### config.mk
export PLATFORM = sky130hd
export DESIGN_NAME = servo_angle_to_duty
export DESIGN_NICKNAME = d
export VERILOG_FILES = /design/src/sad_pkg.sv /design/src/servo_angle_to_duty.sv
export SDC_FILE = /design/constraint.sdc
export NUM_CORES = 1
export LEC_CHECK = 0
export BUFFER_PORTS_ARGS = -buffer_cell sky130_fd_sc_hd__buf_2
export CORE_MARGIN = 2
export CORE_UTILIZATION = 59
export CTS_CLUSTER_SIZE = 25
export DETAILED_ROUTE_END_ITERATION = 12
export GPL_TIMING_DRIVEN = 0
export PLACE_DENSITY_LB_ADDON = 0.08
export RECOVER_POWER = 50
export SLEW_MARGIN = 10
export SYNTH_ARGS = -nofsm -noshare
export SYNTH_HDL_FRONTEND = slang
export SYNTH_SLANG_ARGS = --single-unit
### constraint.sdc
create_clock -name clock -period 8.59 [get_ports clock]
set_input_delay 1.718 -clock clock [delete_from_list [all_inputs] [get_ports clock]]
set_output_delay 1.718 -clock clock [all_outputs]
set_load 0.05 [all_outputs]
### src/sad_pkg.sv
// ----------------------------------------------------------------------------
// sad_pkg: shared types and constants for the servo angle to duty mapper
// Holds field widths, calibration reset values, register indexes and the
// sequencer state type.
// ----------------------------------------------------------------------------
package sad_pkg;

   localparam int ANGLE_W = 17;
   localparam int DUTY_W  = 16;
   localparam int ADDR_W  = 2;
   localparam int REQ_TDATA_W = 24;

   localparam int PROD_W = 35;
   localparam int ACC_W  = 36;
   localparam int DVD_W  = 35;
   localparam int REM_W  = 18;
   localparam int CNT_W  = 4;

   localparam logic [ANGLE_W-1:0] MIN_ANGLE_RST = 17'sd0;
   localparam logic [ANGLE_W-1:0] MAX_ANGLE_RST = 17'sd18000;
   localparam logic [DUTY_W-1:0]  MIN_DUTY_RST  = 16'd1638;
   localparam logic [DUTY_W-1:0]  MAX_DUTY_RST  = 16'd8192;

   localparam logic [ADDR_W-1:0] REG_MIN_ANGLE = 2'd0;
   localparam logic [ADDR_W-1:0] REG_MAX_ANGLE = 2'd1;
   localparam logic [ADDR_W-1:0] REG_MIN_DUTY  = 2'd2;
   localparam logic [ADDR_W-1:0] REG_MAX_DUTY  = 2'd3;

   typedef enum logic [2:0] {
      ST_IDLE,
      ST_CLAMP,
      ST_MUL_BASE,
      ST_MUL_SLOPE,
      ST_ACCUM,
      ST_DIVIDE,
      ST_DONE
   } seq_state_type;

endpackage

### src/servo_angle_to_duty.sv
// ----------------------------------------------------------------------------
// servo_angle_to_duty: map a servo angle request to a PWM compare level
// Clamps the request to the calibration range, drops repeats, and computes
// the linear duty with a shared multiplier and a 16-step restoring divider.
// ----------------------------------------------------------------------------
// Usage:
//   req_* carries one angle request per transaction (signed centidegrees).
//   rsp_* carries one duty level per transaction; a request whose clamped
//   angle equals the last accepted one produces no transaction at all.
//   csr_* writes the four calibration registers; any write also forgets the
//   last angle so the next request always produces a duty level. Write only
//   while the block is idle.
// Sequence:
//   One request at a time. A full request runs clamp, two shared-multiplier
//   passes, accumulate, 16 divider steps and the output load; rsp_tvalid rises
//   and the input reopens together, once the output register is free. A
//   repeated angle frees the input straight after clamp, a zero calibration
//   span after the output load. The divider loop sets the rate.
// Reset:
//   Synchronous, active high. Restores calibration defaults, clears the
//   last-angle memory and drops any pending result.
// Stall:
//   A finished result waits in the output register; the next request may be
//   taken and worked on meanwhile, and it holds in its final state until the
//   output register frees.
// ----------------------------------------------------------------------------
module servo_angle_to_duty
   import sad_pkg::*;
(
   input  logic                   clock,
   input  logic                   reset,
   input  logic                   req_tvalid,
   output logic                   req_tready,
   input  logic [REQ_TDATA_W-1:0] req_tdata,   // [16:0] angle_request, [23:17] zero
   output logic                   rsp_tvalid,
   input  logic                   rsp_tready,
   output logic [DUTY_W-1:0]      rsp_tdata,   // [15:0] duty_level
   input  logic                   csr_we,
   input  logic [ADDR_W-1:0]      csr_addr,
   input  logic [ANGLE_W-1:0]     csr_wdata
);

   // control state
   seq_state_type state_ff, state_in;
   logic [CNT_W-1:0] count_ff, count_in;
   logic rsp_valid_ff, rsp_valid_in;
   logic last_valid_ff, last_valid_in;

   // calibration registers
   logic signed [ANGLE_W-1:0] min_angle_ff, min_angle_in;
   logic signed [ANGLE_W-1:0] max_angle_ff, max_angle_in;
   logic [DUTY_W-1:0] min_duty_ff, min_duty_in;
   logic [DUTY_W-1:0] max_duty_ff, max_duty_in;

   // datapath registers
   logic signed [ANGLE_W-1:0] angle_ff, angle_in;
   logic signed [ANGLE_W-1:0] last_angle_ff, last_angle_in;
   logic [ANGLE_W-1:0] den_abs_ff, den_abs_in;
   logic [ANGLE_W-1:0] diff_abs_ff, diff_abs_in;
   logic signed [PROD_W-1:0] prod_ff, prod_in;
   logic signed [ACC_W-1:0] acc_ff, acc_in;
   logic [REM_W-1:0] rem_ff, rem_in;
   logic [DUTY_W-1:0] quo_ff, quo_in;
   logic [DUTY_W-1:0] rsp_data_ff, rsp_data_in;

   // combinational helpers
   logic signed [ANGLE_W-1:0] lo_angle, hi_angle, clamped;
   logic signed [ANGLE_W:0] den_s, diff_s;
   logic signed [ANGLE_W:0] mul_a;
   logic signed [ANGLE_W-1:0] mul_b;
   logic signed [PROD_W-1:0] mul_p;
   logic signed [ACC_W-1:0] sum;
   logic [DVD_W-1:0] dividend;
   logic [REM_W-1:0] divisor;
   logic [REM_W:0] trial, trial_diff;
   logic is_repeat, span_zero, out_free;

   // ---------------------------------------------------------------------
   // Clamp and span
   // ---------------------------------------------------------------------
   always_comb begin
      if (min_angle_ff < max_angle_ff) begin
         lo_angle = min_angle_ff;
         hi_angle = max_angle_ff;
      end else begin
         lo_angle = max_angle_ff;
         hi_angle = min_angle_ff;
      end
      if (angle_ff < lo_angle) begin
         clamped = lo_angle;
      end else if (angle_ff > hi_angle) begin
         clamped = hi_angle;
      end else begin
         clamped = angle_ff;
      end
      den_s  = {max_angle_ff[ANGLE_W-1], max_angle_ff} - {min_angle_ff[ANGLE_W-1], min_angle_ff};
      diff_s = {clamped[ANGLE_W-1], clamped} - {min_angle_ff[ANGLE_W-1], min_angle_ff};
      // |diff| never exceeds |den| <= 131071, so both fit in 17 unsigned bits
      den_abs_in  = den_s[ANGLE_W]  ? ANGLE_W'(-den_s)  : den_s[ANGLE_W-1:0];
      diff_abs_in = diff_s[ANGLE_W] ? ANGLE_W'(-diff_s) : diff_s[ANGLE_W-1:0];
      is_repeat = last_valid_ff && (clamped == last_angle_ff);
      span_zero = (den_s == '0);
   end

   // ---------------------------------------------------------------------
   // Shared multiplier: base term min_duty*|den|, then slope term
   // |clamped-min_angle| * (max_duty-min_duty)
   // ---------------------------------------------------------------------
   always_comb begin
      if (state_ff == ST_MUL_BASE) begin
         mul_a = {1'b0, den_abs_ff};
         mul_b = {1'b0, min_duty_ff};
      end else begin
         mul_a = {1'b0, diff_abs_ff};
         mul_b = {1'b0, max_duty_ff} - {1'b0, min_duty_ff};
      end
      mul_p = PROD_W'(mul_a) * PROD_W'(mul_b);
   end

   // ---------------------------------------------------------------------
   // Rounding dividend 2*T + |den| over divisor 2*|den|; quotient < 2^16
   // ---------------------------------------------------------------------
   always_comb begin
      sum        = acc_ff + {prod_ff[PROD_W-1], prod_ff};
      dividend   = {sum[DVD_W-2:0], 1'b0} + DVD_W'(den_abs_ff);
      divisor    = {den_abs_ff, 1'b0};
      trial      = {rem_ff, quo_ff[DUTY_W-1]};
      trial_diff = trial - {1'b0, divisor};
   end

   assign out_free = !rsp_valid_ff || rsp_tready;

   // ---------------------------------------------------------------------
   // Next state
   // ---------------------------------------------------------------------
   always_comb begin
      state_in = state_ff;
      unique case (state_ff)
         ST_IDLE: begin
            if (req_tvalid) state_in = ST_CLAMP;
         end
         ST_CLAMP: begin
            priority if (is_repeat) state_in = ST_IDLE;
            else if (span_zero)     state_in = ST_DONE;
            else                    state_in = ST_MUL_BASE;
         end
         ST_MUL_BASE:  state_in = ST_MUL_SLOPE;
         ST_MUL_SLOPE: state_in = ST_ACCUM;
         ST_ACCUM:     state_in = ST_DIVIDE;
         ST_DIVIDE: begin
            if (count_ff == CNT_W'(DUTY_W - 1)) state_in = ST_DONE;
         end
         ST_DONE: begin
            if (out_free) state_in = ST_IDLE;
         end
         default: state_in = ST_IDLE;
      endcase
   end

   // ---------------------------------------------------------------------
   // Outputs and register next values
   // ---------------------------------------------------------------------
   always_comb begin
      req_tready = (state_ff == ST_IDLE);
      rsp_tvalid = rsp_valid_ff;
      rsp_tdata  = rsp_data_ff;

      angle_in      = angle_ff;
      last_angle_in = last_angle_ff;
      last_valid_in = last_valid_ff;
      prod_in       = prod_ff;
      acc_in        = acc_ff;
      rem_in        = rem_ff;
      quo_in        = quo_ff;
      count_in      = count_ff;
      rsp_data_in   = rsp_data_ff;
      rsp_valid_in  = rsp_valid_ff && !rsp_tready;
      min_angle_in  = min_angle_ff;
      max_angle_in  = max_angle_ff;
      min_duty_in   = min_duty_ff;
      max_duty_in   = max_duty_ff;

      unique case (state_ff)
         ST_IDLE: begin
            angle_in = req_tdata[ANGLE_W-1:0];
         end
         ST_CLAMP: begin
            if (!is_repeat) begin
               last_angle_in = clamped;
               last_valid_in = 1'b1;
               // zero span: result is min_duty
               quo_in = min_duty_ff;
            end
         end
         ST_MUL_BASE: begin
            prod_in = mul_p;
         end
         ST_MUL_SLOPE: begin
            acc_in  = {prod_ff[PROD_W-1], prod_ff};
            prod_in = mul_p;
         end
         ST_ACCUM: begin
            rem_in   = dividend[DVD_W-2:DUTY_W];
            quo_in   = dividend[DUTY_W-1:0];
            count_in = '0;
         end
         ST_DIVIDE: begin
            // one restoring step: shift in a dividend bit, subtract if it fits
            if (!trial_diff[REM_W]) begin
               rem_in = trial_diff[REM_W-1:0];
               quo_in = {quo_ff[DUTY_W-2:0], 1'b1};
            end else begin
               rem_in = trial[REM_W-1:0];
               quo_in = {quo_ff[DUTY_W-2:0], 1'b0};
            end
            count_in = count_ff + CNT_W'(1);
         end
         ST_DONE: begin
            if (out_free) begin
               rsp_data_in  = quo_ff;
               rsp_valid_in = 1'b1;
            end
         end
         default: ;
      endcase

      // configuration write: update register, forget the last angle
      if (csr_we) begin
         last_valid_in = 1'b0;
         unique case (csr_addr)
            REG_MIN_ANGLE: min_angle_in = csr_wdata;
            REG_MAX_ANGLE: max_angle_in = csr_wdata;
            REG_MIN_DUTY:  min_duty_in  = csr_wdata[DUTY_W-1:0];
            REG_MAX_DUTY:  max_duty_in  = csr_wdata[DUTY_W-1:0];
            default: ;
         endcase
      end
   end

   // ---------------------------------------------------------------------
   // Registers
   // ---------------------------------------------------------------------
   always_ff @(posedge clock) begin
      if (reset) begin
         state_ff      <= ST_IDLE;
         count_ff      <= '0;
         rsp_valid_ff  <= 1'b0;
         last_valid_ff <= 1'b0;
         last_angle_ff <= '0;
         min_angle_ff  <= MIN_ANGLE_RST;
         max_angle_ff  <= MAX_ANGLE_RST;
         min_duty_ff   <= MIN_DUTY_RST;
         max_duty_ff   <= MAX_DUTY_RST;
      end else begin
         state_ff      <= state_in;
         count_ff      <= count_in;
         rsp_valid_ff  <= rsp_valid_in;
         last_valid_ff <= last_valid_in;
         last_angle_ff <= last_angle_in;
         min_angle_ff  <= min_angle_in;
         max_angle_ff  <= max_angle_in;
         min_duty_ff   <= min_duty_in;
         max_duty_ff   <= max_duty_in;
      end
   end

   always_ff @(posedge clock) begin
      angle_ff    <= angle_in;
      den_abs_ff  <= (state_ff == ST_CLAMP) ? den_abs_in  : den_abs_ff;
      diff_abs_ff <= (state_ff == ST_CLAMP) ? diff_abs_in : diff_abs_ff;
      prod_ff     <= prod_in;
      acc_ff      <= acc_in;
      rem_ff      <= rem_in;
      quo_ff      <= quo_in;
      rsp_data_ff <= rsp_data_in;
   end

`ifndef SYNTHESIS
   // divider remainder stays below the divisor while iterating
   a_rem_bound: assert property (@(posedge clock) disable iff (reset)
      state_ff == ST_DIVIDE |-> rem_ff < divisor)
      else $error("divider remainder out of range");

   // one request at a time: no accept right after an accept
   a_one_at_a_time: assert property (@(posedge clock) disable iff (reset)
      req_tvalid && req_tready |=> !req_tready)
      else $error("request accepted while busy");

   // configuration write forgets the last angle
   a_cfg_clears_last: assert property (@(posedge clock) disable iff (reset)
      csr_we |=> !last_valid_ff)
      else $error("last angle kept across configuration write");
`endif

endmodule
## Word-level counts from Yosys, hierarchy flattened

Index checks and enable logic that the tools add are counted.

| storage, ports and cells | value |
|---|---|
| bits in registers | 259 |
| bits of input ports | 48 |
| output and inout bits | 18 |
| logic and storage cells | 88 |

| cells by class | value |
|---|---|
| $add $sub $neg | 9 |
| multiply operators | 1 |
| order comparisons | 3 |
| equality and inequality tests | 15 |
| muxes and demuxes | 22 |
| bitwise operators | 1 |
| reductions and logical operators | 20 |

Operators with widths:

| operator | count |
|---|---|
| two-way mux 17 bit | 8 |
| one-hot mux 16 bit (3 select lines) | 1 |
| one-hot mux 18 bit (2 select lines) | 1 |
| subtractor 17 x 17 -> 18 bit | 2 |
| adder 34 x 17 -> 34 bit | 1 |
| less-than comparator 17 bit | 2 |
| negation 17 bit | 2 |
| adder 33 bit | 1 |
| multiplier 18 x 17 -> 33 bit | 1 |
| one-hot mux 3 bit (7 select lines) | 1 |
| subtractor 19 x 18 -> 19 bit | 1 |
| zero test 18 bit | 1 |
| two-way mux 18 bit | 1 |
| equality test 17 bit | 1 |
| > comparator 17 bit | 1 |
| subtractor 16 x 16 -> 17 bit | 1 |
| two-way mux 16 bit | 1 |
| two-way mux 3 bit | 5 |
| AND reduction 2 bit | 7 |
| equality test 3 bit, second input constant | 3 |
| != test 2 bit, second input constant | 4 |
| one-hot mux 4 bit (2 select lines) | 1 |
| equality test 3 x 2 -> 1 bit, second input constant | 2 |
| adder 4 x 1 -> 4 bit, second input constant | 1 |
| other kinds (15) | 21 |

## Longest topological paths before layout

| depth | value |
|---|---|
| depth in word-level cells | 9 |
| gate-level depth with buffers | 38 |
| mapped depth without buffers | 37 |

## Worst setup path before layout

No wires, ideal clock.

| path | value |
|---|---|
| path type | register -> register |
| start | register state_ff[1] |
| end | register prod_ff[31] (data pin) |
| library setup time | 0.258 ns |
| arrival | 8.921 ns |
| data required time | 8.332 ns |
| setup slack | -0.589 ns |
| stages on the path, launching flop included | 30 |
| path buffers | 4 |
| clock period less this slack | 9.179 ns |
| path through | dfxtp_1 clkbuf_1 nor2b_1 nand2_1 clkbuf_1 clkbuf_1 a21oi_1 clkbuf_1 nand2_1 fa_1 inv_1 fa_1 inv_1 fa_1 fa_1 inv_1 fa_1 fa_1 ha_1 and4_1 o21ai_0 o21bai_1 a31o_2 a41oi_1 a21oi_1 nand4_1 and4_1 o31ai_1 a21oi_1 xnor2_1 |

| on the way | value |
|---|---|
| cells in the longest elaborated chain, start to end | 3 |
| elaborated cells on any way between the ends | 4 |
| classes of those cells | mul (1); eq/ne (1); mux (2) |

RTL lines:

| element | RTL line | RTL |
|---|---|---|
| start: declaration | servo_angle_to_duty.sv:44 | `seq_state_type state_ff, state_in;` |
| start signal: assignment | servo_angle_to_duty.sv:255 | `state_ff <= state_in;` |
| equality test 3 x 2 -> 1 bit * | servo_angle_to_duty.sv:110 | `if (state_ff == ST_MUL_BASE) begin` |
| two-way mux 17 bit | servo_angle_to_duty.sv:110 |  |
| multiplier 18 x 17 -> 33 bit * | servo_angle_to_duty.sv:117 | `mul_p = PROD_W'(mul_a) * PROD_W'(mul_b);` |
| named net mul_p[31] | servo_angle_to_duty.sv:71 | `logic signed [PROD_W-1:0] mul_p;` |
| end signal: assignment | servo_angle_to_duty.sv:271 | `prod_ff <= prod_in;` |
| end: declaration | servo_angle_to_duty.sv:60 | `logic signed [PROD_W-1:0] prod_ff, prod_in;` |

Mark *: on every way through the listed nets, which the timed path passes. The rest lies on a longest branch.
A chain may end at the register's enable or synchronous reset.

## Worst setup path after layout

| path | value |
|---|---|
| start | register min_duty_ff[1] |
| end | register prod_ff[31] (data pin) |

| on the way | value |
|---|---|
| cells in the longest elaborated chain, start to end | 3 |

RTL lines:

| element | RTL line | RTL |
|---|---|---|
| start: declaration | servo_angle_to_duty.sv:52 | `logic [DUTY_W-1:0] min_duty_ff, min_duty_in;` |
| start signal: assignment | servo_angle_to_duty.sv:262 | `min_duty_ff <= min_duty_in;` |
| subtractor 16 x 16 -> 17 bit | servo_angle_to_duty.sv:115 | `mul_b = {1'b0, max_duty_ff} - {1'b0, min_duty_ff};` |
| two-way mux 17 bit * | servo_angle_to_duty.sv:110 |  |
| multiplier 18 x 17 -> 33 bit * | servo_angle_to_duty.sv:117 |  |
| named net mul_p[31] | servo_angle_to_duty.sv:71 |  |

Marks and branches as above.

==> tab_implementation.tex <==
\begin{tabular}{lr}
\hline
Metric & Value \\
\hline
\multicolumn{2}{l}{\textbf{Run status}} \\
Status & complete, but fails checks \\
Violations in the final reports & max-capacitance violations, max-slew violations \\
\multicolumn{2}{l}{\textbf{GRT}} \\
Wire length of the first global-routing pass & around 130000 um \\
Busiest layer in global routing & met2 \\
Met1 global-route usage & 0.4702 \\
Maximum number of pins on one net before global-route repair & 35 \\
Remaining global-route overflow & 0 \\
GRT met3 Usage & 0.06034 \\
Antenna violations before repair & 2 \\
Number of global-route vias before repair & 23400 \\
Total global routing track utilization & 0.3551 \\
Met2 usage in global routing & 0.5828 \\
\multicolumn{2}{l}{\textbf{STA}} \\
Max Transition Viols Final & 122 \\
Worst rel slew slack & -0.5306 \\
Slack of the critical path & 0.2002 ns \\
Clk\_skew & 0.06182 ns \\
Hold violation total from the final report & 0 \\
Hold slack & 0.4165 ns \\
Share of the clock period used by the worst path after layout & 0.9767 \\
\# setup viols final & 0 \\
Worst-Margin Slew & around 2.3 ns \\
Shortest period the worst path allows & 8.390 ns \\
Achievable frequency & between 0.1 and 0.15 GHz \\
\multicolumn{2}{l}{\textbf{Yosys}} \\
Number of warning messages in the yosys log & 0 \\
Net count after synthesis & roughly 3700 \\
Fraction of synthesized cell area taken by the top area cell type & 0.1820 \\
Cell Area, Synth & 27560 um2 \\
Sequential area share after synthesis & 0.2488 \\
Post-synthesis area per instance & 8.865 um2 \\
Number of flops mapped to enable cells by yosys & between 150 and 200 \\
Count of state elements after synthesis & 259 \\
Synth area leader & edfxtp\_1 \\
Cell variety after synth & 86 \\
Number of cells produced by synthesis & 3109 \\
Top post-synthesis cells by area & edfxtp\_1, fa\_1, ha\_1 \\
Async set-or-reset flop fraction in the synthesized netlist & 0 \\
Most common flop cell mapped by yosys & edfxtp\_1 \\
Cell with the most instances after synthesis & nand2\_1 \\
Ranking of synthesized cells by instance count & nand2\_1, inv\_1, ha\_1 \\
\multicolumn{2}{l}{\textbf{Clocking}} \\
Total clock buffers created by CTS & 30 \\
Clock-pin slew reported for the worst setup and hold paths after clock tree synthesis & around 0.060 ns \\
Later-pin clock latency in the skew report & 0.63 ns \\
Sinks on the clock net & 259 \\
H-Tree Level Count & 1 \\
Maximum root-to-sink buffer count & 3 \\
CTS tree & done \\
Root buffer cell & clkbuf\_16 \\
Number of hold buffers added after cts & 0 \\
\multicolumn{2}{l}{\textbf{Route}} \\
Initial drt markers & approximately 2100 \\
Total via count in the routed design & approximately 24000 \\
Post-detailed-route count of antenna-violating nets & 0 \\
DRC Markers & 0 \\
WL/cell & about 22 um \\
First-pass detailed-route iteration total & 6 \\
Wirelength, routed & 85410 um \\
Drt via density & about 6.1 \\
\multicolumn{2}{l}{\textbf{Place}} \\
Input/output buffers & 56 \\
Placer Congestion & 0.9689 \\
Worst setup slack after placement & -2.123 ns \\
Post-detailed-placement half-perimeter wirelength & roughly 68000 um \\
Placed standard-cell area & 28700 um2 \\
DP Cell Count & 3777 \\
\multicolumn{2}{l}{\textbf{Critical path}} \\
Required time of the critical path & 8.89 ns \\
Data arrival time of the critical path & 8.69 ns \\
Cell with the largest stage delay on the worst path & fa\_1 \\
Critical Path Max Stage Delay & 0.56 ns \\
Kind of end point of the critical path & flip-flop \\
Critical Path Source Type & flip-flop \\
Type of the worst setup path & reg2reg \\
Crit-path max FO & 6 \\
Most Frequent Cell on Critical Path & fa\_1 \\
\multicolumn{2}{l}{\textbf{Final layout}} \\
P\&R area growth vs syn & 12.79\% \\
Area of all placed cells without fillers & 31080 um2 \\
Fraction of final layout cells sized beyond drive strength 1 & 0.1075 \\
Post-layout nets & 3796 \\
Final Instance Count excl. Fillers & 3881 \\
\multicolumn{2}{l}{\textbf{Floorplan}} \\
Count of boundary I/O pins & between 60 and 70 \\
Height of the die & roughly 220 um \\
Die area & approximately 48000 um2 \\
Floorplan row count & between 70 and 80 \\
Horizontal die dimension & 220.1 um \\
Starting Density & 0.5945 \\
CORE AREA & roughly 46000 um2 \\
\multicolumn{2}{l}{\textbf{Worst hold path}} \\
Hold/Removal Path Class & reg2reg \\
\multicolumn{2}{l}{\textbf{Flow run}} \\
Max Cap Viol & 5 \\
\hline
\end{tabular}
placed cells by master (no fill, tap or decap), types with 13 or more instances in the layout:
cell and instances:
clkbuf_2 13, nand4_1 21, nor2b_1 33, o21bai_1 13
o21ai_2 15, buf_4 57, o21ai_1 16, a211oi_1 36
clkbuf_1 60, nand2_1 383, a31oi_1 19, nor2_1 260
or3_1 19, nor3_1 50, ha_1 258, xnor2_1 116
fa_1 229, mux2i_1 54, a21oi_1 183, o21ai_0 87
o21a_1 20, nand3_1 51, buf_2 61, and3_1 19
nand2b_1 53, edfxtp_1 167, dfxtp_1 84, a21o_1 53
and2_1 48, clkbuf_16 31, xor2_1 46, inv_1 382
metal layers:
| metal | wire (um) | vias to the layer above |
|---|---|---|
| li1 | - | 10880 |
| met1 | 34890 | 11690 |
| met2 | 38910 | 987 |
| met3 | 7574 | 225 |
| met4 | 4020 | 2 |
| met5 | 13 | - |
registers in the layout, summed over array words and instances, names as in the netlist:
signal,flops
rsp_tvalid,1
prod_ff,33
count_ff,4
rem_ff,18
diff_abs_ff,17
max_angle_ff,17
quo_ff,16
max_duty_ff,16
acc_ff,33
rsp_tdata,16
angle_ff,17
state_ff,3
den_abs_ff,17
min_duty_ff,16
last_angle_ff,17
last_valid_ff,1
min_angle_ff,17
critical path: cells and delay by family (launching register included):
family          cells  cell delay [ns]
fa+ha+maj           8             3.52
compound gates     16             2.47
simple gates        5             0.88
buf+inv             7             0.65
flops               1             0.37
xor+xnor            1             0.14
kinds of logic (layout without fill, tap and decap cells):
logic type | count (synthesis) | in the layout | synth area share
fa+ha+maj | 499 | 499 | 0.2892
flops | 259 | 259 | 0.2488
buf+inv | 485 | 649 | 0.06764
compound gates | 614 | 614 | 0.1448
xor+xnor | 165 | 165 | 0.05244
mux | 75 | 75 | 0.02769
other cells | 0 | 1 | 0
simple gates | 1012 | 1012 | 0.1694
worst paths after layout:
kind,from,to,slack [ns],depth (start not counted)
max,min_duty_ff[1],prod_ff[31],0.20,37
min,prod_ff[4],acc_ff[4],0.42,0
max reg2reg,min_duty_ff[1],prod_ff[31],0.20,37
min reg2reg,prod_ff[4],acc_ff[4],0.42,0
area by class of cell:
type,count,area [um2]
clock inverter,18,255.2
antenna,1,2.502
multi-input combinational,2365,19670
fill,3777,15270
timing repair buffer,116,740.7
sequential,259,6877
buffer,91,508.0
clock buffer,38,822.0
tap,607,759.5
inverter,386,1454
stage by stage:
| stage | TNS (ns) | util |
|---|---|---|
| floorplan | 0 | - |
| finish | 0 | 0.6705 |
| detailed placement | -23.06 | 0.6191 |
| CTS | 0 | 0.6606 |
| global placement | -49.04 | 0.6170 |
| global route | -0.09929 | 0.6705 |
timing repair:
| item | in CTS | in global routing |
|---|---|---|
| resized for setup | 144 | 109 |
| endpoints found under the hold margin | 0 | 0 |
| setup endpoints to repair | 26 | 20 |
| buffers inserted | 29 | 26 |
| pin swaps | 22 | 41 |
Power is not shown: default switching activity piles up to over one toggle a cycle in this logic, so the estimate is an artifact.
